## config.mk

```make
export PLATFORM = sky130hd
export DESIGN_NAME = imhq_vmap
export DESIGN_NICKNAME = d
export VERILOG_FILES = /design/src/hw/rtl/imhq_pkg.sv /design/src/hw/rtl/imhq_vmap.sv
export SDC_FILE = /design/constraint.sdc
export NUM_CORES = 2
export LEC_CHECK = 0
export ABC_AREA = 1
export BUFFER_PORTS_ARGS = -buffer_cell sky130_fd_sc_hd__buf_2
export CORE_MARGIN = 1.5
export CORE_UTILIZATION = 45
export DETAILED_ROUTE_END_ITERATION = 16
export MAX_ROUTING_LAYER = met4
export PLACE_DENSITY = 0.59
export SKIP_CTS_REPAIR_TIMING = 1
export SYNTH_ARGS = -nofsm -noshare
export SYNTH_HDL_FRONTEND = slang
export SYNTH_SLANG_ARGS = --single-unit
```

## constraint.sdc

```tcl
create_clock -name i_clk -period 2 [get_ports i_clk]
set_input_delay 0 -clock i_clk [delete_from_list [all_inputs] [get_ports i_clk]]
set_output_delay 0 -clock i_clk [all_outputs]
set_load 0.01 [all_outputs]
```

## src/hw/rtl/imhq_pkg.sv

```systemverilog
// Shared types, codes and helpers of the indexed min-heap queue.
package imhq_pkg;

    localparam int VERTEX_W     = 8;
    localparam int MAP_DEPTH    = 256;
    localparam int CAPACITY_DEF = 256;
    localparam int KEY_BITS_DEF = 32;
    localparam int SLOT1_W      = 17;

    typedef enum logic [1:0] {
        KIND_INSERT   = 2'd0,
        KIND_DECREASE = 2'd1,
        KIND_EXTRACT  = 2'd2,
        KIND_QUERY    = 2'd3
    } t_kind;

    typedef enum logic [1:0] {
        ST_OK    = 2'd0,
        ST_EMPTY = 2'd1,
        ST_FULL  = 2'd2
    } t_status;

    typedef struct packed {
        logic rd;
        logic wr;
    } t_lvl_en;

    function automatic logic [4:0] msb_of(input logic [SLOT1_W-1:0] x);
        logic [4:0] r;
        r = '0;
        for (int i = 0; i < SLOT1_W; i++) begin
            if (x[i]) begin
                r = 5'(i);
            end
        end
        return r;
    endfunction

endpackage

```

## src/hw/rtl/imhq_vmap.sv

```systemverilog
// Vertex to heap slot map with per-entry valid bits.
module imhq_vmap
    import imhq_pkg::*;
#(
    parameter int CAPACITY = CAPACITY_DEF,
    parameter int SLOT_W   = 9
) (
    input  logic                i_clk,
    input  logic                i_rst_n,
    input  logic                i_rd_en,
    input  logic [VERTEX_W-1:0] i_rd_addr,
    output logic [SLOT_W-1:0]   o_rd_slot,
    input  logic                i_wr_en,
    input  logic [VERTEX_W-1:0] i_wr_addr,
    input  logic [SLOT_W-1:0]   i_wr_slot
);

    logic [SLOT_W-1:0]    mem [MAP_DEPTH];
    logic [MAP_DEPTH-1:0] r_valid;
    logic [SLOT_W-1:0]    r_data;
    logic                 r_vld;

    always_ff @(posedge i_clk) begin
        if (!i_rst_n) begin
            r_valid <= '0;
        end else if (i_wr_en) begin
            r_valid[i_wr_addr] <= 1'b1;
        end
    end

    always_ff @(posedge i_clk) begin
        if (i_wr_en) begin
            mem[i_wr_addr] <= i_wr_slot;
        end
        if (i_rd_en) begin
            r_data <= mem[i_rd_addr];
            r_vld  <= r_valid[i_rd_addr];
        end
    end

    assign o_rd_slot = r_vld ? r_data : SLOT_W'(CAPACITY);

endmodule

```

==> results.md <==
* Crit path kind: flip-flop to flip-flop
* RSZ-0062 raised after global routing: no
* Skew-Pair Late Insertion Delay at 0.95 ns
* CP arrival at 2.61 ns
* #FFs+latches synth at 2570
* Initial antenna violation count at 13
* Area growth from synthesis to layout at 17.7%
* Most frequent cells in the layout: nand2_1, nand3_1, edfxtp_1
* Pleak at roughly 0.044 µW
* Seq/Total Area, Yosys at 0.722
* Clk pin slew, worst setup/hold paths at 0.06 ns
* Starting Density at 0.454
* CP max-delay cell: edfxtp_1
* Design Area, Final at between 100000 and 150000 µm²
* Total track usage at 0.276
* First drt pass iteration count at 8
* Placed Area at roughly 110000 µm²
* CP max FO at 1
* Die ar. at between 200000 and 250000 µm²
* Largest net degree at the start of global routing at 83
* TritonCTS Buffers at roughly 280
* CTS tree: yes
* Hold Crit Class: primary input to flip-flop
* Tcrit/Tclk final at 0.982
* Storage element area at 74600 µm²
* Final setup fails at 0
* H-tree depth at 5
* Most common cell after layout, fill and taps aside: nand2_1
* Vias at roughly 73000
* Share of layout cells above drive strength 1 at 0.125
* Synth warnings at 0
* Final net count at just under 10000
* Crit end category: flip-flop
* Worst-Margin Slew at a little over 1 ns
* # DRC at 0
* Worst setup slack after layout at 0.0370 ns
* Syn Inst Count at 9243
* Max Cap Viol at 0
* First-pass GRT wire length at 463 mm
* DIE HEIGHT at 482 µm
* Clk root buf: clkbuf_16
* Width of the die at 482 µm
* Post-DR wirelength/cell at 24.2 µm
* PortBufs at 37
* Post-synthesis cell type count at 14
* Max incr delay on CP at 0.35 ns
* Final slew viol count at 0
* Area occupied by multi-input gates at 25700 µm²
* Antenna-violating nets left at 0
* Vias per cell at 5.63
* Hold slack at -0.0114 ns
* Worst IR Drop VDD at 0.754 mV
* Synthesized area at 103000 µm²
* RePlAce Congestion at a little over 0.9
* Core ar. at 228000 µm²
* CTS sink count at between 2000 and 3000
* Total gr overflow at 0
* Setup Skew at 0.0594 ns
* Post-DP HPWL at around 200 mm
* Outcome: finished with violations
* Syn Area/Cell at 11.2 µm²
* Vias in the first global route at roughly 70000
* Failing checks: negative hold slack
* Fillers at a little under 20000
* Power Dens Cells at 955 nW/µm²
* Syn_nets at 9272
* Final Hold Violating Endpoints at 6
* Starting DRT DRC Count at 8566
* Minimum clock period at 1.96 ns
* CP Launch Type: flip-flop
* CP most frequent cell: nand3_1
* Final WL at 314 mm
* Pre-CTS WS at -0.464 ns
* Site Rows at 175
* Crit-path cells: nand2_1, nand3_1, nand3_1, nand3_1, nand3_1, nand3_2, nand3_1, nand2_1, nand2_2, nand2_1
* IO Count at 38
* Data required time of the critical path at 2.64 ns
* Fmax at 509 MHz
* Worst slew margin at 0.307
* Maximum clock insertion buffer count at 4
==> where the power goes <==
part           internal (µW)  switching (µW)
combinational           2330            5570
clock                  28900           20700
sequential             58600            49.8
==> per-layer routing <==
metal	share of wire	vias up	wire, µm	global-route usage
met5	0	-	0	-
met4	0.044	0	13900	0.112
met3	0.078	661	24600	0.0400
met2	0.47	3206	147000	0.426
met1	0.41	36000	128000	0.369
li1	-	33300	-	-
==> state kept, by name (all words and copies together), names as in the netlist <==
register / flops
r_data: 9
mem: 2304
r_valid: 256
r_vld: 1
==> worst paths after layout <==
check | slack, ns | start | cells after the start | to
setup / recovery | 0.04 | mem[231][5]$_DFFE_PP_ | 10 | r_data[5]$_DFFE_PP_
hold / removal | -0.01 | i_wr_addr[3] | 8 | mem[171][2]$_DFFE_PP_
setup reg to reg | 0.04 | mem[231][5]$_DFFE_PP_ | 10 | r_data[5]$_DFFE_PP_
hold reg to reg | 0.46 | r_valid[255]$_SDFFE_PN0P_ | 1 | r_valid[255]$_SDFFE_PN0P_
==> Yosys cell counts <==
| library cell | instances | area [µm²] |
|---|---|---|
| inv_1 | 75 | 282 |
| nor3_1 | 3 | 15.0 |
| buf_1 | 53 | 199 |
| clkbuf_1 | 183 | 687 |
| dfxtp_1 | 256 | 5120 |
| nor2_1 | 813 | 3050 |
| buf_4 | 34 | 255 |
| edfxtp_1 | 2314 | 69500 |
| nand3_1 | 2520 | 12600 |
| clkinv_1 | 3 | 11.3 |
| buf_2 | 353 | 1770 |
| inv_2 | 5 | 18.8 |
| nand2_1 | 2626 | 9860 |
| o21a_1 | 5 | 37.5 |
==> per-stage QoR <==
stage | power, µW | std cells | hold slack [ns] | util | setup TNS (ns)
after detailed placement | 67500 | 12500 | 0.282 | 0.494 | -3.58
after global placement | 67500 | 12500 | 0.282 | 0.494 | -3.73
after floorplan | 63400 | 9243 | 0.0989 | - | 0
after global routing | 119000 | 13000 | 0.00455 | 0.534 | 0
after CTS | 117000 | 13000 | -0.684 | 0.532 | -0.810
final | 116000 | 13000 | -0.0114 | 0.534 | 0
==> critical path: cells and delay by family (launching register included) <==
kind             cells  cell delay [ns]
flip-flops           1             0.35
AND/OR/NAND/NOR     10             1.32
==> cell families after synthesis <==
group,count (synthesis),share of synthesized area
AND/OR/NAND/NOR,5962,0.247
flip-flops,2570,0.722
buffers and inverters,706,0.0311
AO/OA/AOI/OAI,5,0.000363
==> final cells by class <==
class	count	area share
diodes	6	0.000123
clock buffers	398	0.0653
clock inverters	96	0.00628
inverters	83	0.00286
multi-input cells	5967	0.211
flip-flops and latches	2570	0.613
well taps	3009	0.0309
repair buffers	857	0.0703
(Power assumes the default switching activity.)
