File: config.mk
export PLATFORM = sky130hd
export DESIGN_NAME = imhq_level
export DESIGN_NICKNAME = d
export VERILOG_FILES = /design/src/hw/rtl/imhq_pkg.sv /design/src/hw/rtl/imhq_level.sv
export SDC_FILE = /design/constraint.sdc
export NUM_CORES = 1
export LEC_CHECK = 0
export BUFFER_PORTS_ARGS = -buffer_cell sky130_fd_sc_hd__clkbuf_2
export CAP_MARGIN = 10
export CORE_MARGIN = 8
export CORE_UTILIZATION = 58
export DETAILED_ROUTE_END_ITERATION = 10
export PLACE_DENSITY = 0.84
export SLEW_MARGIN = 20
export SYNTH_ARGS = -nofsm -noshare
export SYNTH_HDL_FRONTEND = slang
export SYNTH_SLANG_ARGS = --single-unit
File: constraint.sdc
create_clock -name i_clk -period 6.5 [get_ports i_clk]
set_input_delay 0.325 -clock i_clk [delete_from_list [all_inputs] [get_ports i_clk]]
set_output_delay 0.325 -clock i_clk [all_outputs]
set_load 0.01 [all_outputs]
File: src/hw/rtl/imhq_pkg.sv
// Shared types, codes and helpers of the indexed min-heap queue.
package imhq_pkg;

    localparam int VERTEX_W     = 8;
    localparam int MAP_DEPTH    = 256;
    localparam int CAPACITY_DEF = 256;
    localparam int KEY_BITS_DEF = 32;
    localparam int SLOT1_W      = 17;

    typedef enum logic [1:0] {
        KIND_INSERT   = 2'd0,
        KIND_DECREASE = 2'd1,
        KIND_EXTRACT  = 2'd2,
        KIND_QUERY    = 2'd3
    } t_kind;

    typedef enum logic [1:0] {
        ST_OK    = 2'd0,
        ST_EMPTY = 2'd1,
        ST_FULL  = 2'd2
    } t_status;

    typedef struct packed {
        logic rd;
        logic wr;
    } t_lvl_en;

    function automatic logic [4:0] msb_of(input logic [SLOT1_W-1:0] x);
        logic [4:0] r;
        r = '0;
        for (int i = 0; i < SLOT1_W; i++) begin
            if (x[i]) begin
                r = 5'(i);
            end
        end
        return r;
    endfunction

endpackage

File: src/hw/rtl/imhq_level.sv
// One heap level cell: vertex and key storage for the slots of one tree level.
module imhq_level
    import imhq_pkg::*;
#(
    parameter int LEVEL    = 0,
    parameter int IDX_W    = 1,
    parameter int KEY_BITS = KEY_BITS_DEF
) (
    input  logic                i_clk,
    input  t_lvl_en             i_en,
    input  logic [IDX_W-1:0]    i_rd_idx_a,
    input  logic [IDX_W-1:0]    i_rd_idx_b,
    input  logic [IDX_W-1:0]    i_wr_idx,
    input  logic [VERTEX_W-1:0] i_wr_vertex,
    input  logic [KEY_BITS-1:0] i_wr_key,
    output logic [VERTEX_W-1:0] o_vertex_a,
    output logic [KEY_BITS-1:0] o_key_a,
    output logic [VERTEX_W-1:0] o_vertex_b,
    output logic [KEY_BITS-1:0] o_key_b
);

    localparam int AW    = (LEVEL == 0) ? 1 : LEVEL;
    localparam int DEPTH = 2 ** AW;

    logic [VERTEX_W-1:0] mem_v [DEPTH];
    logic [KEY_BITS-1:0] mem_k [DEPTH];
    logic [VERTEX_W-1:0] r_va, r_vb;
    logic [KEY_BITS-1:0] r_ka, r_kb;

    always_ff @(posedge i_clk) begin
        if (i_en.wr) begin
            mem_v[i_wr_idx[AW-1:0]] <= i_wr_vertex;
            mem_k[i_wr_idx[AW-1:0]] <= i_wr_key;
        end
        if (i_en.rd) begin
            r_va <= mem_v[i_rd_idx_a[AW-1:0]];
            r_ka <= mem_k[i_rd_idx_a[AW-1:0]];
            r_vb <= mem_v[i_rd_idx_b[AW-1:0]];
            r_kb <= mem_k[i_rd_idx_b[AW-1:0]];
        end
    end

    assign o_vertex_a = r_va;
    assign o_key_a    = r_ka;
    assign o_vertex_b = r_vb;
    assign o_key_b    = r_kb;

endmodule

==> summary.md, run 1 <==
| Metric | Value |
|---|---|
| Total grt overflow | `0` |
| Proportion of synthesized chip area in sequential cells | `0.8272` |
| Post-placement setup slack | `approximately 4.6 ns` |
| Clock tree from TritonCTS | `built` |
| Library cell occupying the most area in the post-synthesis netlist | `edfxtp_1` |
| Register bit count reported by yosys | `160` |
| Yosys warning total | `0` |
| Worst path arrival time | `about 1.1 ns` |
| Vias per cell | `approximately 5.2` |
| Standard cell with the maximum stage delay on the critical path | `edfxtp_1` |
| Top post-synthesis cells by area | `edfxtp_1 83%, mux2_2 16%, buf_6 1.6%` |
| CTS clock-pin slew for the worst setup and hold paths | `about 0.06 ns` |
| Syn avg cell area | `about 23 um2` |
| Power density cells | `between 300 and 400 nW/um2` |
| Buffer type at the clock tree root | `clkbuf_8` |
| Effective utilization at floorplan | `0.5970` |
| Transition time of the tightest slew-check pin | `1.052 ns` |
| Endpoints failing hold | `0` |
| Max Clock Skew | `~0.0048 ns` |
| Number of nets still failing antenna checks after routing | `0` |
| Mapped Nets | `296` |
| # port buffers | `roughly 130` |
| Area enclosed by the die boundary | `roughly 13000 um2` |
| Critical path data required time | `6.17 ns` |
| Core Footprint | `9729 um2` |
| Post-Synthesis Cells | `250` |
| Wire length of the first global-routing pass | `around 16000 um` |
| Maximum capacitance violations | `0` |
| Total Wirelength | `~11000 um` |
| Max incr delay on CP | `approximately 0.40 ns` |
| Clock sinks | `160` |
| Worst ir drop on vdd | `about 0.18 mV` |
| Most frequent standard cell in the layout excluding fill and tap cells | `edfxtp_1` |
| Number of buffers between clock root and the deepest sink | `2` |
| Signed area change from the synthesized netlist to the final layout | `29.47%` |
| Proportion of netlist area held by the largest area contributor | `0.8272` |
| Top Family by Delay on Critical Path | `flip-flops` |
| Post-cts gate resize count | `0` |
| Final period demand of the worst path | `1.402 ns` |
| Final setup violation count | `0` |
| Fmax | `a little over 700 MHz` |
| Fraction of layout instances using a drive strength above 1 | `0.5388` |
| Critical Path, Cell by Cell | `clkbuf_2` |
| Height of the die | `116.1 um` |
| Mapped Area | `5808 um2` |
| Max-slew violation total from the final report | `0` |
| Commonest cells after routing, fill and taps aside | `160 x edfxtp_1, 122 x clkbuf_2, 80 x mux2_2` |
| IO Pins | `126` |
| Number of antenna violations at the first check in global routing | `1` |
| Gr usage total | `0.1701` |
| # rows | `36` |
| Number of buffers inserted during clock tree synthesis | `17` |
| Die width | `approximately 120 um` |
| Worst setup path class | `reg -> out` |
| Leakage Power | `2.829 nW` |
| Number of levels the H-tree was split into | `4` |
| Critical path launch point type | `flop` |
| Total Nets Final | `between 400 and 500` |
| Number of global-route vias before repair | `approximately 3300` |
| Unrepaired setup endpoints after global routing | `no` |
| Total buffers and inverters traversed by the critical path | `1` |
| DRC violations left | `0` |
| Tcrit/Tclk final | `0.2158` |
| Detail-routed net length per standard cell | `around 19 um` |
| Largest net degree at the start of global routing | `81` |
| Number of vias in the routed layout | `approximately 3000` |
| Setup TNS Final | `0 ns` |
| Worst min-delay path category | `in -> reg` |
| Detailed-router iteration count before antenna repair | `4` |
| Final RePlAce weighted congestion | `0.6921` |
| Insertion delay of the later-clocked pin in the worst-skew pair | `approximately 0.52 ns` |
| Outcome | `complete, no violations` |
| Worst slew margin | `0.2985` |
| Number of distinct standard cells referenced by the synthesized netlist | `5` |
| Crit. End Element | `output port` |
| Estimated wirelength of the detail-placed design | `6289 um` |
| Slack of the critical path | `~5 ns` |
| First-iteration detailed-routing DRC count | `between 150 and 200` |
| CP max FO | `1` |
-- cells by family (layout without fill, tap and decap cells) --
kind of cell	Yosys count	count (layout)	share of synthesized area
simple gates	2	2	0.002156
buf+inv	8	196	0.01551
mux	80	80	0.1551
flops	160	160	0.8272
other cells	0	1	0
-- stage by stage --
stage                     hold slack [ns]  utilization  power [mW]  cells  cell area (um2)
after floorplan                    0.4239            -       1.350    250             5808
after global placement             0.5148       0.6710       1.421    501             6529
after detailed placement           0.5180       0.6710       1.432    501             6529
after CTS                          0.4717       0.7726       2.436    571             7517
after global routing               0.5031       0.7729       2.490    572             7520
final                              0.4891       0.7729       2.418    572             7520
-- path summary, 6_finish.rpt --
| path | start | endpoint | slack (ns) | cells past startpoint |
|---|---|---|---|---|
| setup / recovery | o_key_a[20] | o_key_a[20] | 5.10 | 1 |
| setup reg to reg | mem_k[0][25] | o_key_a[25] | 5.55 | 1 |
| hold reg to reg | mem_k[0][12] | o_key_a[12] | 0.57 | 1 |
| hold / removal | i_wr_idx | mem_k[0][21] | 0.49 | 3 |
-- final cells by class --
cell class                 instances  area [um2]
tap                              133       166.4
clock buffer                      19       421.7
timing repair buffer             166        1036
fill                             552        2210
sequential                       160        4805
clock inverter                    11       166.4
multi-input combinational         82       922.1
antenna                            1       2.502
-- metal layers --
metal  routed length, um  GRT usage  share of wire
met2                5821     0.2952           0.53
met5                   0          0              0
met4                 237    0.09680          0.022
met3                 838    0.06357          0.077
met1                4017     0.1730           0.37
-- Yosys cell counts --
library cell,number
nor2b_1,1
buf_6,8
edfxtp_1,160
and2_1,1
mux2_2,80
-- timing repair --
action,4_1_cts,5_1_grt
setup buffers,0,0
hold endpoints to repair,80,0
hold buffers,40,0
-- registers in the layout, summed over array words and instances, names as in the netlist --
register    flops
mem_k          64
o_key_a        32
o_key_b        32
mem_v          16
o_vertex_a      8
o_vertex_b      8
-- power by group --
group / switching (mW) / internal [mW]
clock: 0.372 / 0.617
combinational: 0.0882 / 0.0888
sequential: 0.0266 / 1.23
total: 0.487 / 1.93
-- tightest hold or removal path, cell delays in order --
cell	delay, ns
clkbuf_2	0.11
nor2b_4	0.04
buf_4	0.30
Note: power is estimated with default switching activity, not from simulation.
==> inputs of run 2 (changes only) <==
--- a/config.mk
+++ b/config.mk
@@ -5,12 +5,13 @@
 export SDC_FILE = /design/constraint.sdc
 export NUM_CORES = 1
 export LEC_CHECK = 0
+export ABC_AREA = 1
 export BUFFER_PORTS_ARGS = -buffer_cell sky130_fd_sc_hd__clkbuf_2
 export CAP_MARGIN = 10
 export CORE_MARGIN = 8
-export CORE_UTILIZATION = 58
+export CORE_UTILIZATION = 49
 export DETAILED_ROUTE_END_ITERATION = 10
-export PLACE_DENSITY = 0.84
+export PLACE_DENSITY = 0.76
 export SLEW_MARGIN = 20
 export SYNTH_ARGS = -nofsm -noshare
 export SYNTH_HDL_FRONTEND = slang
==> constraint.sdc (replaced) <==
create_clock -name i_clk -period 1.25 [get_ports i_clk]
set_input_delay 0.0625 -clock i_clk [delete_from_list [all_inputs] [get_ports i_clk]]
set_output_delay 0.0625 -clock i_clk [all_outputs]
set_load 0.01 [all_outputs]
==> summary.md, run 2 <==
| Metric | Value |
|---|---|
| Basic-gate share of the synthesized area counting and, or, nand and nor cells | `0.1546` |
| Detailed-router iteration count before antenna repair | `4` |
| Clock sinks | `160` |
| Total Nets Final | `around 640` |
| Crit. End Element | `output port` |
| Launch point of the worst path | `o_key_b[6]` |
| Core Util, Final | `0.6432` |
| Largest net degree at the start of global routing | `44` |
| Wire length of the first global-routing pass | `approximately 19000 um` |
| Post-cts gate resize count | `0` |
| Top Family by Delay on Critical Path | `flip-flops` |
| Proportion of register bits with asynchronous set or reset after synthesis | `0` |
| Number of nets still failing antenna checks after routing | `0` |
| # port buffers | `between 100 and 150` |
| Core Footprint | `between 10000 and 15000 um2` |
| Transition time of the tightest slew-check pin | `roughly 0.75 ns` |
| Area enclosed by the die boundary | `15750 um2` |
| Number of buffers inserted during clock tree synthesis | `17` |
| Worst min-delay path category | `in -> reg` |
| Register bit count reported by yosys | `160` |
| Worst setup path class | `reg -> out` |
| Die width | `125.5 um` |
| Leading cell types by count after synthesis | `241 x nand2_1, 160 x edfxtp_1, 8 x buf_6, 5 x buf_2, 3 x clkbuf_4` |
| Commonest cells after routing, fill and taps aside | `241 x nand2_1, 160 x edfxtp_1, 124 x clkbuf_2` |
| Fmax | `962.2 MHz` |
| Reg-to-reg critical path endpoint | `o_key_b[11]` |
| Proportion of synthesized chip area in sequential cells | `0.8177` |
| Height of the die | `approximately 130 um` |
| Final period demand of the worst path | `1.039 ns` |
| Estimated wirelength of the detail-placed design | `~7100 um` |
| Hold WS | `approximately 0.15 ns` |
| Unrepaired setup endpoints after global routing | `no` |
| Detail-routed net length per standard cell | `around 15 um` |
| RR Startpoint | `mem_k[0][11]` |
| Critical path launch point type | `flop` |
| Most used flip-flop cell after synthesis | `edfxtp_1` |
| Top post-synthesis cells by area | `edfxtp_1 82%, nand2_1 15%, buf_6 1.5%` |
| Total Wirelength | `roughly 12000 um` |
| Final RePlAce weighted congestion | `about 0.72` |
| Post-Synth XOR/XNOR Area | `0` |
| Proportion of netlist area held by the largest area contributor | `0.8177` |
| Insertion delay of the later-clocked pin in the worst-skew pair | `0.42 ns` |
| Leakage Power | `roughly 3.3 nW` |
| Critical path data required time | `around 1.2 ns` |
| Effective utilization at floorplan | `0.4954` |
| Max incr delay on CP | `0.41 ns` |
| Critical Path, Cell by Cell | `clkbuf_2` |
| Number of buffers between clock root and the deepest sink | `2` |
| Worst ir drop on vdd | `approximately 0.93 mV` |
| Yosys warning total | `0` |
| Standard cell with the maximum stage delay on the critical path | `edfxtp_1` |
| Outcome | `complete, no violations` |
| Cell with the most instances after synthesis | `nand2_1` |
| Max Clock Skew | `between 0.004 and 0.005 ns` |
| Number of diodes | `0` |
| Total power consumption of the routed design | `around 13 mW` |
| Number of global-route vias before repair | `between 3000 and 4000` |
| Tcrit/Tclk final | `0.8314` |
| Number of flip-flops under the largest register name | `64` |
| Post-synthesis compound-gate area fraction | `0` |
| Worst path arrival time | `approximately 0.98 ns` |
| Total buffers and inverters traversed by the critical path | `1` |
| First-iteration detailed-routing DRC count | `369` |
| Multiplexer share of the synthesized area | `0` |
| Post-synth EDFFs | `160` |
| CTS clock-pin slew for the worst setup and hold paths | `0.06 ns` |
| Endpoints failing hold | `0` |
| Worst slew margin | `0.5000` |
| Most frequent standard cell in the layout excluding fill and tap cells | `nand2_1` |
| # rows | `40` |
| Number of levels the H-tree was split into | `4` |
| Post-synthesis share of cell area spent on full adders, half adders and majority gates | `0` |
| Number of distinct standard cells referenced by the synthesized netlist | `9` |
| IO Pins | `approximately 130` |
| Setup crit end | `o_key_b[6]` |
| Signed area change from the synthesized netlist to the final layout | `29.86%` |
| Max-slew violation total from the final report | `0` |
| Cell depth of the worst setup path | `1` |
| Total grt overflow | `0` |
| Fraction of layout instances using a drive strength above 1 | `0.2619` |
| Number of antenna violations at the first check in global routing | `0` |
| Gr usage total | `0.1534` |
| Clock tree from TritonCTS | `built` |
| Worst hold start | `i_en[1]` |
| CP max FO | `1` |
| Main combinational cell family by area after synthesis | `simple AND/OR/NAND/NOR gates` |
| Vias per cell | `a little under 5` |
| Post-Synthesis Cells | `424` |
| Library cell occupying the most area in the post-synthesis netlist | `edfxtp_1` |
| Buffer type at the clock tree root | `clkbuf_16` |
| Mapped Nets | `470` |
| Logic depth of the worst register-to-register path | `2` |
| Worst reg2reg setup slack | `~0.4 ns` |
| Maximum capacitance violations | `0` |
| Setup TNS Final | `0 ns` |
| Final setup violation count | `0` |
| DRC violations left | `0` |
| Mapped Area | `5876 um2` |
| Power density cells | `about 1700 nW/um2` |
| Number of vias in the routed layout | `about 3700` |
| Syn avg cell area | `about 14 um2` |
[run 2: cell types whose count changed in the layout (fill, tap and decap cells not counted), sizes merged, moves of 2 or more]
cell and change:
mux2 -80, clkbuf +5, inv +3, clkinvlp -2, nand2 +241, buf +3
[run 2: final cells by class]
class,count,area (um2)
clock buffers,22,444.2
clock inverters,8,138.9
fillers,858,4232
inverters,4,18.77
multi-input cells,242,915.9
flip-flops and latches,160,4805
well taps,147,183.9
repair buffers,171,1124
[run 2: where the power goes]
group / internal [mW] / total (mW) / switching (mW)
combinational: 0.381 / 0.933 / 0.552
clock: 3.30 / 5.16 / 1.86
sequential: 6.36 / 6.51 / 0.146
total: 10.0 / 12.6 / 2.55
[run 2: repair_timing]
item	in CTS	in global routing
setup buffers	0	0
hold endpoints to repair	80	0
hold buffers	40	0
[run 2: worst min path at each step]
stage	end	slack (ns)	cells past startpoint
detailed placement	mem_v[0][1]	0.26	1
CTS	o_vertex_a[1]	0.14	2
floorplan	mem_k[0][0]	0.16	0
finish	o_vertex_b[1]	0.15	2
global route	o_vertex_a[1]	0.14	2
global placement	mem_k[1][0]	0.25	1
[run 2: per-layer routing]
metal / up-vias / GRT usage / part of all wire
li1: 1773 / - / -
met1: 1722 / 0.1725 / 0.39
met2: 148 / 0.2549 / 0.51
met3: 19 / 0.05610 / 0.081
met4: 0 / 0.07307 / 0.019
met5: - / 0 / 0
[run 2: cell families (layout without fill, tap and decap cells)]
group,count (synthesis),count (layout)
flops,160,160
simple gates,242,242
buf+inv,22,205
[run 2: metrics by stage]
| stage | worst slack (ns) | instance area (um2) | cells |
|---|---|---|---|
| 2_1_floorplan | 0.1436 | 5887 | 424 |
| 3_3_place_gp | 0.2167 | 6646 | 684 |
| 3_5_place_dp | 0.1683 | 6646 | 684 |
| 4_1_cts | 0.1899 | 7630 | 754 |
| 5_1_grt | 0.1752 | 7630 | 754 |
| 6_report | 0.2107 | 7630 | 754 |
[run 2: worst register-to-register path: cells and delay by family, from the launching register on]
kind	cells	cell delay, ns
flops	1	0.43
simple gates	2	0.17
